[src/hw/rtl/sxpf_pkg.sv]
// shared types and constants of the seven-bit packing framer
`timescale 1ns / 1ps

package sxpf_pkg;

  localparam logic [7:0] SOF_BYTE      = 8'hF0;
  localparam logic [7:0] MSG_TYPE_BYTE = 8'h01;
  localparam logic [7:0] CHECKSUM_BYTE = 8'h00;
  localparam logic [7:0] EOF_BYTE      = 8'hF7;

  localparam logic [2:0] GROUP_SIZE   = 3'd7;
  localparam logic [2:0] HDR_LAST_IDX = 3'd5;

  localparam int QUEUE_DEPTH = 2;
  localparam int QPTR_W      = $clog2(QUEUE_DEPTH);
  localparam int QCNT_W      = $clog2(QUEUE_DEPTH + 1);

  typedef struct packed {
    logic [7:0] seq_number;
    logic [7:0] cmd_code;
    logic [7:0] sub_code;
    logic [7:0] payload_byte;
    logic       has_byte;
    logic       last_item;
  } in_t;

  typedef struct packed {
    logic [7:0] out_byte;
    logic       frame_end;
    logic       run_end;
  } out_t;

  // classified request handed from front to back
  typedef struct packed {
    logic       hdr;
    logic       has;
    logic       last;
    logic [7:0] seq;
    logic [7:0] cmd;
    logic [7:0] sub;
    logic [7:0] payload;
  } op_t;

  typedef struct packed {
    logic valid;
    logic ready;
  } q_status_t;

  typedef enum logic [2:0] {
    B_IDLE,
    B_HDR,
    B_HI,
    B_LO,
    B_END
  } back_state_t;

endpackage

[src/hw/rtl/sxpf_front.sv]
// front end: accepts requests, tracks frame open state, classifies them
`timescale 1ns / 1ps

module sxpf_front (
  input  logic                clk,
  input  logic                rst_n,
  input  logic                in_valid,
  output logic                in_stall,
  input  sxpf_pkg::in_t       in_data,
  input  sxpf_pkg::q_status_t q_st,
  output logic                push,
  output sxpf_pkg::op_t       push_op
);
  import sxpf_pkg::*;

  logic in_msg_r;
  logic in_msg_nxt;
  logic accept;
  logic keep;

  assign in_stall = !q_st.ready;
  assign accept   = in_valid && q_st.ready;

  // an open-frame request with no byte and no end has no effect at all
  assign keep = !in_msg_r || in_data.has_byte || in_data.last_item;
  assign push = accept && keep;

  always_comb begin
    push_op.hdr     = !in_msg_r;
    push_op.has     = in_data.has_byte;
    push_op.last    = in_data.last_item;
    push_op.seq     = in_data.seq_number;
    push_op.cmd     = in_data.cmd_code;
    push_op.sub     = in_data.sub_code;
    push_op.payload = in_data.payload_byte;
  end

  always_comb begin
    in_msg_nxt = in_msg_r;
    if (accept) begin
      in_msg_nxt = !in_data.last_item;
    end
  end

  always_ff @(posedge clk) begin
    if (!rst_n) begin
      in_msg_r <= 1'b0;
    end else begin
      in_msg_r <= in_msg_nxt;
    end
  end

endmodule

[src/hw/rtl/sxpf_queue.sv]
// small fifo of classified requests between front and back
`timescale 1ns / 1ps

module sxpf_queue (
  input  logic                clk,
  input  logic                rst_n,
  input  logic                push,
  input  sxpf_pkg::op_t       push_op,
  input  logic                pop,
  output sxpf_pkg::q_status_t q_st,
  output sxpf_pkg::op_t       head_op
);
  import sxpf_pkg::*;

  op_t               mem_r [QUEUE_DEPTH];
  logic [QPTR_W-1:0] wr_ptr_r, wr_ptr_nxt;
  logic [QPTR_W-1:0] rd_ptr_r, rd_ptr_nxt;
  logic [QCNT_W-1:0] cnt_r, cnt_nxt;

  assign q_st.valid = (cnt_r != '0);
  assign q_st.ready = (cnt_r != QCNT_W'(QUEUE_DEPTH));
  assign head_op    = mem_r[rd_ptr_r];

  always_comb begin
    wr_ptr_nxt = wr_ptr_r;
    rd_ptr_nxt = rd_ptr_r;
    cnt_nxt    = cnt_r;
    if (push) begin
      wr_ptr_nxt = (wr_ptr_r == QPTR_W'(QUEUE_DEPTH - 1)) ? '0 : wr_ptr_r + 1'b1;
    end
    if (pop) begin
      rd_ptr_nxt = (rd_ptr_r == QPTR_W'(QUEUE_DEPTH - 1)) ? '0 : rd_ptr_r + 1'b1;
    end
    if (push && !pop) begin
      cnt_nxt = cnt_r + 1'b1;
    end else if (pop && !push) begin
      cnt_nxt = cnt_r - 1'b1;
    end
  end

  always_ff @(posedge clk) begin
    if (push) begin
      mem_r[wr_ptr_r] <= push_op;
    end
  end

  always_ff @(posedge clk) begin
    if (!rst_n) begin
      wr_ptr_r <= '0;
      rd_ptr_r <= '0;
      cnt_r    <= '0;
    end else begin
      wr_ptr_r <= wr_ptr_nxt;
      rd_ptr_r <= rd_ptr_nxt;
      cnt_r    <= cnt_nxt;
    end
  end

endmodule

[src/hw/rtl/sxpf_back.sv]
// back end: group packing and byte sequencer with output register
`timescale 1ns / 1ps

module sxpf_back (
  input  logic                clk,
  input  logic                rst_n,
  input  sxpf_pkg::q_status_t q_st,
  input  sxpf_pkg::op_t       head_op,
  output logic                pop,
  output logic                out_valid,
  input  logic                out_stall,
  output sxpf_pkg::out_t      out_data
);
  import sxpf_pkg::*;

  back_state_t state_r, state_nxt;

  op_t         op_r;
  logic        flush_r;
  logic [2:0]  fl_n_r;
  logic [6:0]  fl_hi_r;
  logic [2:0]  cnt_r, cnt_nxt;
  logic [6:0]  hi_r, hi_nxt;
  logic [2:0]  idx_r, idx_nxt;
  logic [6:0]  lo_r [GROUP_SIZE];

  logic        out_valid_r, out_valid_nxt;
  out_t        out_data_r, out_data_nxt;

  logic        start;
  logic [2:0]  base_cnt;
  logic [6:0]  base_hi;
  logic [6:0]  st_hi;
  logic [2:0]  st_cnt;
  logic        st_flush;

  logic        emit;
  logic        emit_ok;
  logic        fire;
  logic        last_step;
  out_t        emit_data;

  assign out_valid = out_valid_r;
  assign out_data  = out_data_r;

  assign start = (state_r == B_IDLE) && q_st.valid;
  assign pop   = start;

  // store the new byte into the group; a new frame starts from an empty group
  always_comb begin
    base_cnt = head_op.hdr ? 3'd0 : cnt_r;
    base_hi  = head_op.hdr ? 7'd0 : hi_r;
    st_hi    = base_hi;
    st_cnt   = base_cnt;
    if (head_op.has) begin
      st_hi  = base_hi | (7'(head_op.payload[7]) << base_cnt);
      st_cnt = base_cnt + 3'd1;
    end
    st_flush = (head_op.has && (st_cnt == GROUP_SIZE)) ||
               (head_op.last && (st_cnt != 3'd0));
  end

  always_comb begin
    cnt_nxt = cnt_r;
    hi_nxt  = hi_r;
    if (start) begin
      cnt_nxt = st_flush ? 3'd0 : st_cnt;
      hi_nxt  = st_flush ? 7'd0 : st_hi;
    end
  end

  assign emit_ok = !out_valid_r || !out_stall;
  assign fire    = emit && emit_ok;

  // output decode per sequencer state
  always_comb begin
    emit      = 1'b0;
    last_step = 1'b0;
    emit_data = '0;
    unique case (state_r)
      B_IDLE: begin
        emit = 1'b0;
      end
      B_HDR: begin
        emit      = 1'b1;
        last_step = (idx_r == HDR_LAST_IDX);
        unique case (idx_r)
          3'd0:    emit_data.out_byte = SOF_BYTE;
          3'd1:    emit_data.out_byte = MSG_TYPE_BYTE;
          3'd2:    emit_data.out_byte = op_r.seq;
          3'd3:    emit_data.out_byte = CHECKSUM_BYTE;
          3'd4:    emit_data.out_byte = op_r.cmd;
          default: emit_data.out_byte = op_r.sub;
        endcase
        emit_data.run_end = last_step && !flush_r && !op_r.last;
      end
      B_HI: begin
        emit      = 1'b1;
        last_step = 1'b1;
        emit_data.out_byte = {1'b0, fl_hi_r};
      end
      B_LO: begin
        emit      = 1'b1;
        last_step = (idx_r == (fl_n_r - 3'd1));
        emit_data.out_byte = {1'b0, lo_r[idx_r]};
        emit_data.run_end  = last_step && !op_r.last;
      end
      B_END: begin
        emit      = 1'b1;
        last_step = 1'b1;
        emit_data.out_byte  = EOF_BYTE;
        emit_data.frame_end = 1'b1;
        emit_data.run_end   = 1'b1;
      end
      default: begin
        emit = 1'b0;
      end
    endcase
  end

  // next state
  always_comb begin
    state_nxt = state_r;
    unique case (state_r)
      B_IDLE: begin
        if (start) begin
          if (head_op.hdr) begin
            state_nxt = B_HDR;
          end else if (st_flush) begin
            state_nxt = B_HI;
          end else if (head_op.last) begin
            state_nxt = B_END;
          end
        end
      end
      B_HDR: begin
        if (fire && last_step) begin
          if (flush_r) begin
            state_nxt = B_HI;
          end else if (op_r.last) begin
            state_nxt = B_END;
          end else begin
            state_nxt = B_IDLE;
          end
        end
      end
      B_HI: begin
        if (fire) begin
          state_nxt = B_LO;
        end
      end
      B_LO: begin
        if (fire && last_step) begin
          state_nxt = op_r.last ? B_END : B_IDLE;
        end
      end
      B_END: begin
        if (fire) begin
          state_nxt = B_IDLE;
        end
      end
      default: begin
        state_nxt = B_IDLE;
      end
    endcase
  end

  always_comb begin
    idx_nxt = idx_r;
    if (start) begin
      idx_nxt = 3'd0;
    end else if (fire) begin
      idx_nxt = last_step ? 3'd0 : idx_r + 3'd1;
    end
  end

  always_comb begin
    out_valid_nxt = out_valid_r && out_stall;
    out_data_nxt  = out_data_r;
    if (fire) begin
      out_valid_nxt = 1'b1;
      out_data_nxt  = emit_data;
    end
  end

  always_ff @(posedge clk) begin
    if (start) begin
      op_r    <= head_op;
      flush_r <= st_flush;
      fl_n_r  <= st_cnt;
      fl_hi_r <= st_hi;
      if (head_op.has) begin
        lo_r[base_cnt] <= head_op.payload[6:0];
      end
    end
    out_data_r <= out_data_nxt;
  end

  always_ff @(posedge clk) begin
    if (!rst_n) begin
      state_r     <= B_IDLE;
      cnt_r       <= 3'd0;
      hi_r        <= 7'd0;
      idx_r       <= 3'd0;
      out_valid_r <= 1'b0;
    end else begin
      state_r     <= state_nxt;
      cnt_r       <= cnt_nxt;
      hi_r        <= hi_nxt;
      idx_r       <= idx_nxt;
      out_valid_r <= out_valid_nxt;
    end
  end

  a_lo_in_range: assert property (@(posedge clk) disable iff (!rst_n)
    (state_r == B_LO) |-> ((fl_n_r != 3'd0) && (idx_r < fl_n_r)))
    else $error("group index past flush length");

  a_group_not_full: assert property (@(posedge clk) disable iff (!rst_n)
    (state_r == B_IDLE) |-> (cnt_r < GROUP_SIZE))
    else $error("full group left unflushed");

  a_hi_then_lo: assert property (@(posedge clk) disable iff (!rst_n)
    (state_r == B_HI && fire) |=> (state_r == B_LO && idx_r == 3'd0))
    else $error("top-bit byte not followed by group bytes");

  a_eof_out: assert property (@(posedge clk) disable iff (!rst_n)
    (state_r == B_END && fire) |=> (out_valid_r && out_data_r.frame_end &&
                                    out_data_r.out_byte == EOF_BYTE))
    else $error("closing byte not registered");

  a_end_is_run_end: assert property (@(posedge clk) disable iff (!rst_n)
    (out_valid_r && out_data_r.frame_end) |-> out_data_r.run_end)
    else $error("frame end without run end");

endmodule

[src/hw/rtl/sysex_seven_bit_packing_framer_core.sv]
// top level of the seven-bit packing framer
`timescale 1ns / 1ps

// Frames a message for a SysEx-style link: the first request of a message
// yields the header F0 01 seq 00 cmd sub, payload bytes are packed in groups
// of up to seven (a byte of top bits, then those bytes with bit 7 cleared) and
// the last request closes the frame with F7. The front end takes a request
// in any cycle the two-entry request queue has room; the back end picks up
// a queued request only while idle and then emits its bytes, one per cycle
// while the output does not stall, before it picks up the next; a request
// yields 0 to 9 bytes, so the output byte rate sets the throughput.
// A request that only fills a group slot emits no byte.

module sysex_seven_bit_packing_framer_core (
  input  logic           clk,
  input  logic           rst_n,
  input  logic           in_valid,
  output logic           in_stall,
  input  sxpf_pkg::in_t  in_data,
  output logic           out_valid,
  input  logic           out_stall,
  output sxpf_pkg::out_t out_data
);
  import sxpf_pkg::*;

  q_status_t q_st;
  logic      push;
  logic      pop;
  op_t       push_op;
  op_t       head_op;

  sxpf_front u_front (
    .clk      (clk),
    .rst_n    (rst_n),
    .in_valid (in_valid),
    .in_stall (in_stall),
    .in_data  (in_data),
    .q_st     (q_st),
    .push     (push),
    .push_op  (push_op)
  );

  sxpf_queue u_queue (
    .clk     (clk),
    .rst_n   (rst_n),
    .push    (push),
    .push_op (push_op),
    .pop     (pop),
    .q_st    (q_st),
    .head_op (head_op)
  );

  sxpf_back u_back (
    .clk       (clk),
    .rst_n     (rst_n),
    .q_st      (q_st),
    .head_op   (head_op),
    .pop       (pop),
    .out_valid (out_valid),
    .out_stall (out_stall),
    .out_data  (out_data)
  );

endmodule
[config.mk]
export PLATFORM = sky130hd
export DESIGN_NAME = sysex_seven_bit_packing_framer_core
export DESIGN_NICKNAME = d
export VERILOG_FILES = /design/src/hw/rtl/sxpf_pkg.sv /design/src/hw/rtl/sxpf_front.sv /design/src/hw/rtl/sxpf_queue.sv /design/src/hw/rtl/sxpf_back.sv /design/src/hw/rtl/sysex_seven_bit_packing_framer_core.sv
export SDC_FILE = /design/constraint.sdc
export NUM_CORES = 1
export LEC_CHECK = 0
export ABC_AREA = 1
export BUFFER_PORTS_ARGS = -buffer_cell sky130_fd_sc_hd__buf_2
export CAP_MARGIN = 20
export CORE_UTILIZATION = 50
export DETAILED_ROUTE_END_ITERATION = 7
export GPL_TIMING_DRIVEN = 0
export PLACE_DENSITY = 0.64
export SYNTH_ARGS = -nofsm -noshare
export SYNTH_HDL_FRONTEND = slang
export SYNTH_SLANG_ARGS = --single-unit
[constraint.sdc]
create_clock -name clk -period 4.7 [get_ports clk]
set_input_delay 0.47 -clock clk [delete_from_list [all_inputs] [get_ports clk]]
set_output_delay 0.47 -clock clk [all_outputs]
set_load 0.03 [all_outputs]
==> Word level (Yosys, flattened, before mapping) <==
Memories as Yosys holds them, arrays and structs flattened. A register that Yosys moved wholly into a read port is not among the register bits.
Index checks and enable logic that the tools add are counted.
{ "word_totals": {"register_bits": 68, "input_bits": 38, "latchBits": 0, "output_inout_bits": 12, "mem_bits_rw": 119, "mem_bits_ro": 0, "n_memories": 2, "word_cells": 122} }
{ "mem_list": {"columns": ["memory", "words", "word_bits", "rd", "rd_ports_with_merged_regs", "write_ports", "line", "source"], "rows": [
  ["u_queue.mem_r", 2, 35, 1, 1, 1, "sxpf_queue.sv:15", "op_t mem_r [QUEUE_DEPTH];"],
  ["u_back.lo_r", 7, 7, 1, 1, 1, "sxpf_back.sv:25", "logic [6:0] lo_r [GROUP_SIZE];"]
]} }
{ "op_classes": {"n_mul": 0, "order_cmp": 0, "shifts": 1, "eq_ne": 18, "div": 0, "add_sub_neg": 7, "n_mux": 38, "bitwise_logic": 2, "n_reduce_logical": 35} }
{ "op_table": {"columns": ["op", "n"], "rows": [
  ["3-bit 2-to-1 mux", 16],
  ["8-bit one-hot mux with 5 select lines", 1],
  ["8-bit one-hot mux with 4 select lines", 1],
  ["7-bit 2-to-1 mux", 3],
  ["3-bit one-hot mux with 5 select lines", 1],
  ["1-bit logical AND", 13],
  ["3-bit by 2-bit equality test with 1-bit output (second input constant)", 4],
  ["3-bit equality test (second input constant)", 4],
  ["1-bit 2-to-1 mux", 12],
  ["1-bit zero test", 9],
  ["2-bit by 1-bit != test with 1-bit output (second input constant)", 4],
  ["7-bit OR", 1],
  ["1-bit by 3-bit left shift with 7-bit output", 1],
  ["3-bit by 1-bit adder with 3-bit output (second input constant)", 2],
  ["3-bit by 1-bit equality test with 1-bit output (second input constant)", 2],
  ["3-bit zero test", 2],
  ["1-bit one-hot mux with 3 select lines", 2],
  ["6-bit AND reduction", 1],
  ["1-bit logical OR", 4],
  ["2-bit 2-to-1 mux", 2],
  ["2-bit != test (second input constant)", 2],
  ["4-bit by 1-bit != test with 1-bit output (second input constant)", 1],
  ["2-bit nonzero test", 2],
  ["2-bit OR reduction", 2],
  ["other kinds (8)", 9]
]} }

==> Longest topological paths before layout <==
{ "depth": {"word_depth": 10, "mapped_depth": 14, "depth_no_buf": 14} }

==> Hierarchy <==
A second synthesis with hierarchy kept.
{ "unflattened": {"cells_unflattened": 640, "area_unflattened_um2": 8190.4} }
{ "by_module_without_submodules": {"columns": ["module", "cells_per_inst", "seq_area_each_um2", "area_per_inst_um2", "n_inst"], "rows": [
  ["sxpf_back", 448, 3253.1, 4954.8, 1],
  ["sxpf_queue", 144, 2202.1, 2907.8, 1],
  ["sxpf_front", 48, 20.0, 327.8, 1]
]} }

==> Least setup slack after synthesis <==
OpenSTA, ideal clock, no wires.
{ "synth_path": {"path_type": "flip-flop to flip-flop", "start": "register u_back.state_r[0]", "end": "memory u_back.lo_r[5][0], enable pin", "synth_period_minus_slack_ns": 3.173, "setup_ns": 0.390, "required_ns": 4.310, "arrival_time_ns": 2.783, "setup_slack_ns": 1.527, "path_stages_with_launch": 6, "cell_sequence": "dfxtp_1 nor2_1 nand2_1 a21oi_2 inv_1 nor4_1"} }
{ "synth_between": {"elab_chain_cells": 4} }
{ "synth_lines": {"columns": ["element", "line", "source"], "rows": [
  ["start, declared", "sxpf_back.sv:16", "back_state_t state_r, state_nxt;"],
  ["start signal, assigned", "sxpf_back.sv:207", "state_r <= state_nxt;"],
  ["3-bit zero test", "sxpf_back.sv:46", "assign start = (state_r == B_IDLE) && q_st.valid;"],
  ["1-bit logical AND", "sxpf_back.sv:46", null],
  ["net pop", "sysex_seven_bit_packing_framer_core.sv:28", "logic pop;"],
  ["1-bit 2-to-1 mux", "sxpf_back.sv:187", "if (start) begin"],
  ["1-bit 2-to-1 mux (not written as such)", "sxpf_back.sv:193", "lo_r[base_cnt] <= head_op.payload[6:0];"],
  ["end, declared", "sxpf_back.sv:25", null]
]} }
The timed path passes the listed nets, and every way through them passes these cells.

==> Final worst setup path <==
{ "layout_path": {"start": "register u_back.state_r[0]", "end": "memory u_back.lo_r[5][2], enable pin"} }
Same word-level chain as after synthesis.

==> flow_metrics.py <==
metrics = {
    "logic_synthesis": {
        "ys_ff_latch": 191,
        "synth_edf_count": 165,
        "syn_inst": 650,
        "yosysWarnings": 0,
        "synth-seq-area-share": 0.7113,
        "synth_top_cell_by_area": "edfxtp_1",
        "syn_area_per_cell_um2": 11.84,
        "async_flop_share": 0,
        "ys_types": 41,
        "yosys-top-cells-area": "edfxtp_1, nand2_1, dfxtp_1",
        "yosysTopAreaCellShare": 0.6437,
        "synthMostInstantiatedCell": "nand2_1",
        "synth_nets": 694,
        "yosys_most_used_dff": "edfxtp_1",
        "synthTopCellsByCount": "nand2_1, edfxtp_1, inv_1",
        "syn_area_um2": 7697,
    },
    "power": {
        "p_per_area_nw_per_um2": 620.3,
        "p_int_w": 0.003572,
        "seqPwrFrac": 0.454,
        "max-vdd-ir-drop_mv": 0.3445,
        "finalPower_w": 0.005489,
        "net-switching-power_w": 0.001917,
        "p_leak_nw": 3.384,
        "pwr-share-comb": 0.305,
        "p_clk_frac": 0.241,
        "sw_frac_of_total": 0.3492,
    },
    "die": {
        "fp.dieW_um": 126.1,
        "die_area_um2": 15890,
        "initial_core_util": 0.5217,
        "rows": 44,
        "ios": 50,
        "coreArea_um2": 14750,
        "die_y_um": 126.1,
    },
    "cells_and_area": {
        "final_area_um2": 8850,
        "regArea_um2": 5475,
        "area_delta_synth_final_pct": 14.97,
        "layout.nets": 768,
        "multiInputGateArea_um2": 1941,
        "drive_gt1_frac": 0.1671,
        "diodes": 0,
        "fill_cells": 1155,
    },
    "global_routing": {
        "grt.total_usage": 0.2011,
        "grt_max_degree": 25,
        "grt_pass1_vias": 4666,
        "grt-ovfl-total": 0,
        "grt_pass1_wl_um": 23840,
        "antenna_found_initial": 0,
    },
    "critical_path": {
        "rr_endpoint": "u_back.lo_r[5][2]$_DFFE_PP_",
        "rr_worst_depth": 6,
        "timing_worst_setup_path_type": "reg2reg",
        "critPathCapture": "u_back.lo_r[5][2]$_DFFE_PP_",
        "path_max_fanout": 15,
        "worstPathRequired_ns": 4.83,
        "regToRegSetupSlack_ns": 2.11,
        "crit_start": "u_back.state_r[0]$_SDFFE_PN0P_",
        "critPathLaunchType": "flip-flop",
        "reg2reg_from": "u_back.state_r[0]$_SDFFE_PN0P_",
        "cp-end-kind": "flip-flop",
        "arrival_ns": 2.72,
    },
    "clock_network": {
        "cts_root_buf": "clkbuf_16",
        "clockBufferDepth": 2,
        "cts_sinks": 191,
        "cts_setup_buffers": 0,
        "hold_buffers": 0,
        "clkSlewWorstSetupHoldPaths_ns": 0.06,
        "clock_latency_ns": 0.43,
        "cts_buffers": 17,
        "cts_tree": "done",
        "h-tree-depth": 4,
        "ctsResizeCount": 0,
    },
    "route": {
        "totalWireLength_um": 14470,
        "vias": 4805,
        "first_pass_iters": 5,
        "post_drt_wl_per_cell_um": 15.73,
        "final_antenna_net_count": 0,
        "viasPerCell": 5.223,
        "drc": 0,
        "drtIter0Drc": 393,
    },
    "timing": {
        "drv_slew": 0,
        "hold_viol_final": 0,
        "setup_violations": 0,
        "min_period_ns": 2.588,
        "max_slew_margin": 0.3478,
        "tightestPinTransition_ns": 0.9708,
        "timing.fmax_ghz": 0.3865,
        "post-route-period-util": 0.5506,
        "rsz0062_at_grt": "false",
        "skew_ns": 0.01569,
        "tns_ns": 0,
    },
    "placement": {
        "port_buffers": 49,
        "post_dp_cell_area_um2": 8304,
        "gp_congestion": 0.9387,
        "hpwl_um": 10670,
    },
    "flow_run": {
        "drv_cap": 0,
    },
    "status": {
        "status": "complete, no violations",
    },
    "worst_hold_path": {
        "hp-class": "in2reg",
    },
}
==> final cells by class <==
| class | count | area share |
|---|---|---|
| clock buffers | 18 | 0.04849 |
| inverters | 65 | 0.02785 |
| well taps | 184 | 0.02601 |
| flip-flops and latches | 191 | 0.6187 |
| plain buffers | 15 | 0.007211 |
| clock inverters | 13 | 0.01315 |
| repair buffers | 55 | 0.03930 |
| multi-input cells | 379 | 0.2193 |
==> flip-flops by register name (all words and copies together) (netlist names), named ones only <==
signal / cells
u_back.out_data: 10
u_back.fl_hi_r: 7
u_back.cnt_r: 3
u_back.state_r: 3
u_back.fl_n_r: 3
u_back.op_r: 25
u_queue.mem_r: 70
u_queue.rd_ptr_r: 1
u_back.lo_r: 49
u_back.flush_r: 1
u_back.idx_r: 3
u_front.in_msg_r: 1
u_queue.cnt_r: 2
u_back.out_valid: 1
u_queue.wr_ptr_r: 1
u_back.hi_r: 7
==> layout by cell type (no fill, tap or decap), types with 2 or more instances in the layout <==
master / count
a21oi_1: 27
a31oi_1: 6
buf_16: 3
buf_2: 50
buf_4: 2
clkbuf_1: 15
clkbuf_16: 17
clkinv_1: 3
clkinv_2: 3
clkinv_4: 2
clkinvlp_4: 2
dfxtp_1: 26
edfxtp_1: 165
ha_1: 6
inv_1: 56
inv_2: 7
inv_8: 2
mux2_2: 2
nand2_1: 172
nand2_2: 4
nand2_4: 5
nand3_1: 17
nand3_2: 4
nand4_1: 3
nor2_1: 39
nor2_2: 2
nor2_4: 3
nor3_1: 5
nor4_1: 2
o21ai_0: 38
o21bai_1: 2
o22ai_1: 22
o31ai_1: 2
or2_2: 2
xor2_1: 3
==> critical path: stages (launching register included) <==
cell and delay [ns]:
dfxtp_1 0.34, nor2_1 0.12, nand2_1 0.16, a21oi_4 0.48
inv_1 0.30, nor4_1 0.60, buf_2 0.29
==> power by group through the flow <==
stage | sequential (W) | clock (W) | combinational (W)
CTS | 0.00250 | 0.00135 | 0.00168
global placement | 0.00254 | 0 | 0.00157
finish | 0.00249 | 0.00132 | 0.00167
global route | 0.00253 | 0.00142 | 0.00187
detailed placement | 0.00253 | 0 | 0.00167
floorplan | 0.00260 | 0 | 0.00104
==> routing by layer <==
layer  share of wire  global-route usage
met1            0.42              0.2533
met2            0.51              0.3331
met3           0.059             0.05862
met4           0.012             0.06945
met5               0                   0
==> logic make-up after synthesis <==
group | synth area share
muxes | 0.002926
xor gates and xnor gates | 0.004552
and+or+nand+nor | 0.1567
AOI/OAI and AO/OA | 0.07445
buffers and inverters | 0.04031
adders and majority gates | 0.009753
DFF | 0.7113
==> how the worst min path moves through the flow <==
stage	from	end	slack [ns]	depth (start not counted)
3_5_place_dp	u_back.hi_r[3]$_SDFFE_PN0P_	u_back.hi_r[3]$_SDFFE_PN0P_	0.48	2
5_1_grt	in_data[25]	u_queue.mem_r[1][23]$_DFFE_PP_	0.21	1
4_1_cts	in_data[27]	u_queue.mem_r[1][25]$_DFFE_PP_	0.21	1
3_3_place_gp	u_back.hi_r[6]$_SDFFE_PN0P_	u_back.hi_r[6]$_SDFFE_PN0P_	0.47	2
2_1_floorplan	u_back.hi_r[0]$_SDFFE_PN0P_	u_back.hi_r[0]$_SDFFE_PN0P_	0.46	2
6_report	in_data[13]	u_queue.mem_r[0][11]$_DFFE_PP_	0.22	1
==> metrics by stage <==
stage	std cells	worst slack (ns)	util	hold slack [ns]
2_1_floorplan	650	1.527	-	0.4582
3_3_place_gp	883	0.07397	0.5539	0.4666
3_5_place_dp	889	2.125	0.5628	0.4789
4_1_cts	920	2.110	0.5998	0.2132
5_1_grt	920	1.908	0.5998	0.2063
6_report	920	2.112	0.5998	0.2242
Note: power is estimated with default switching activity, not from simulation.
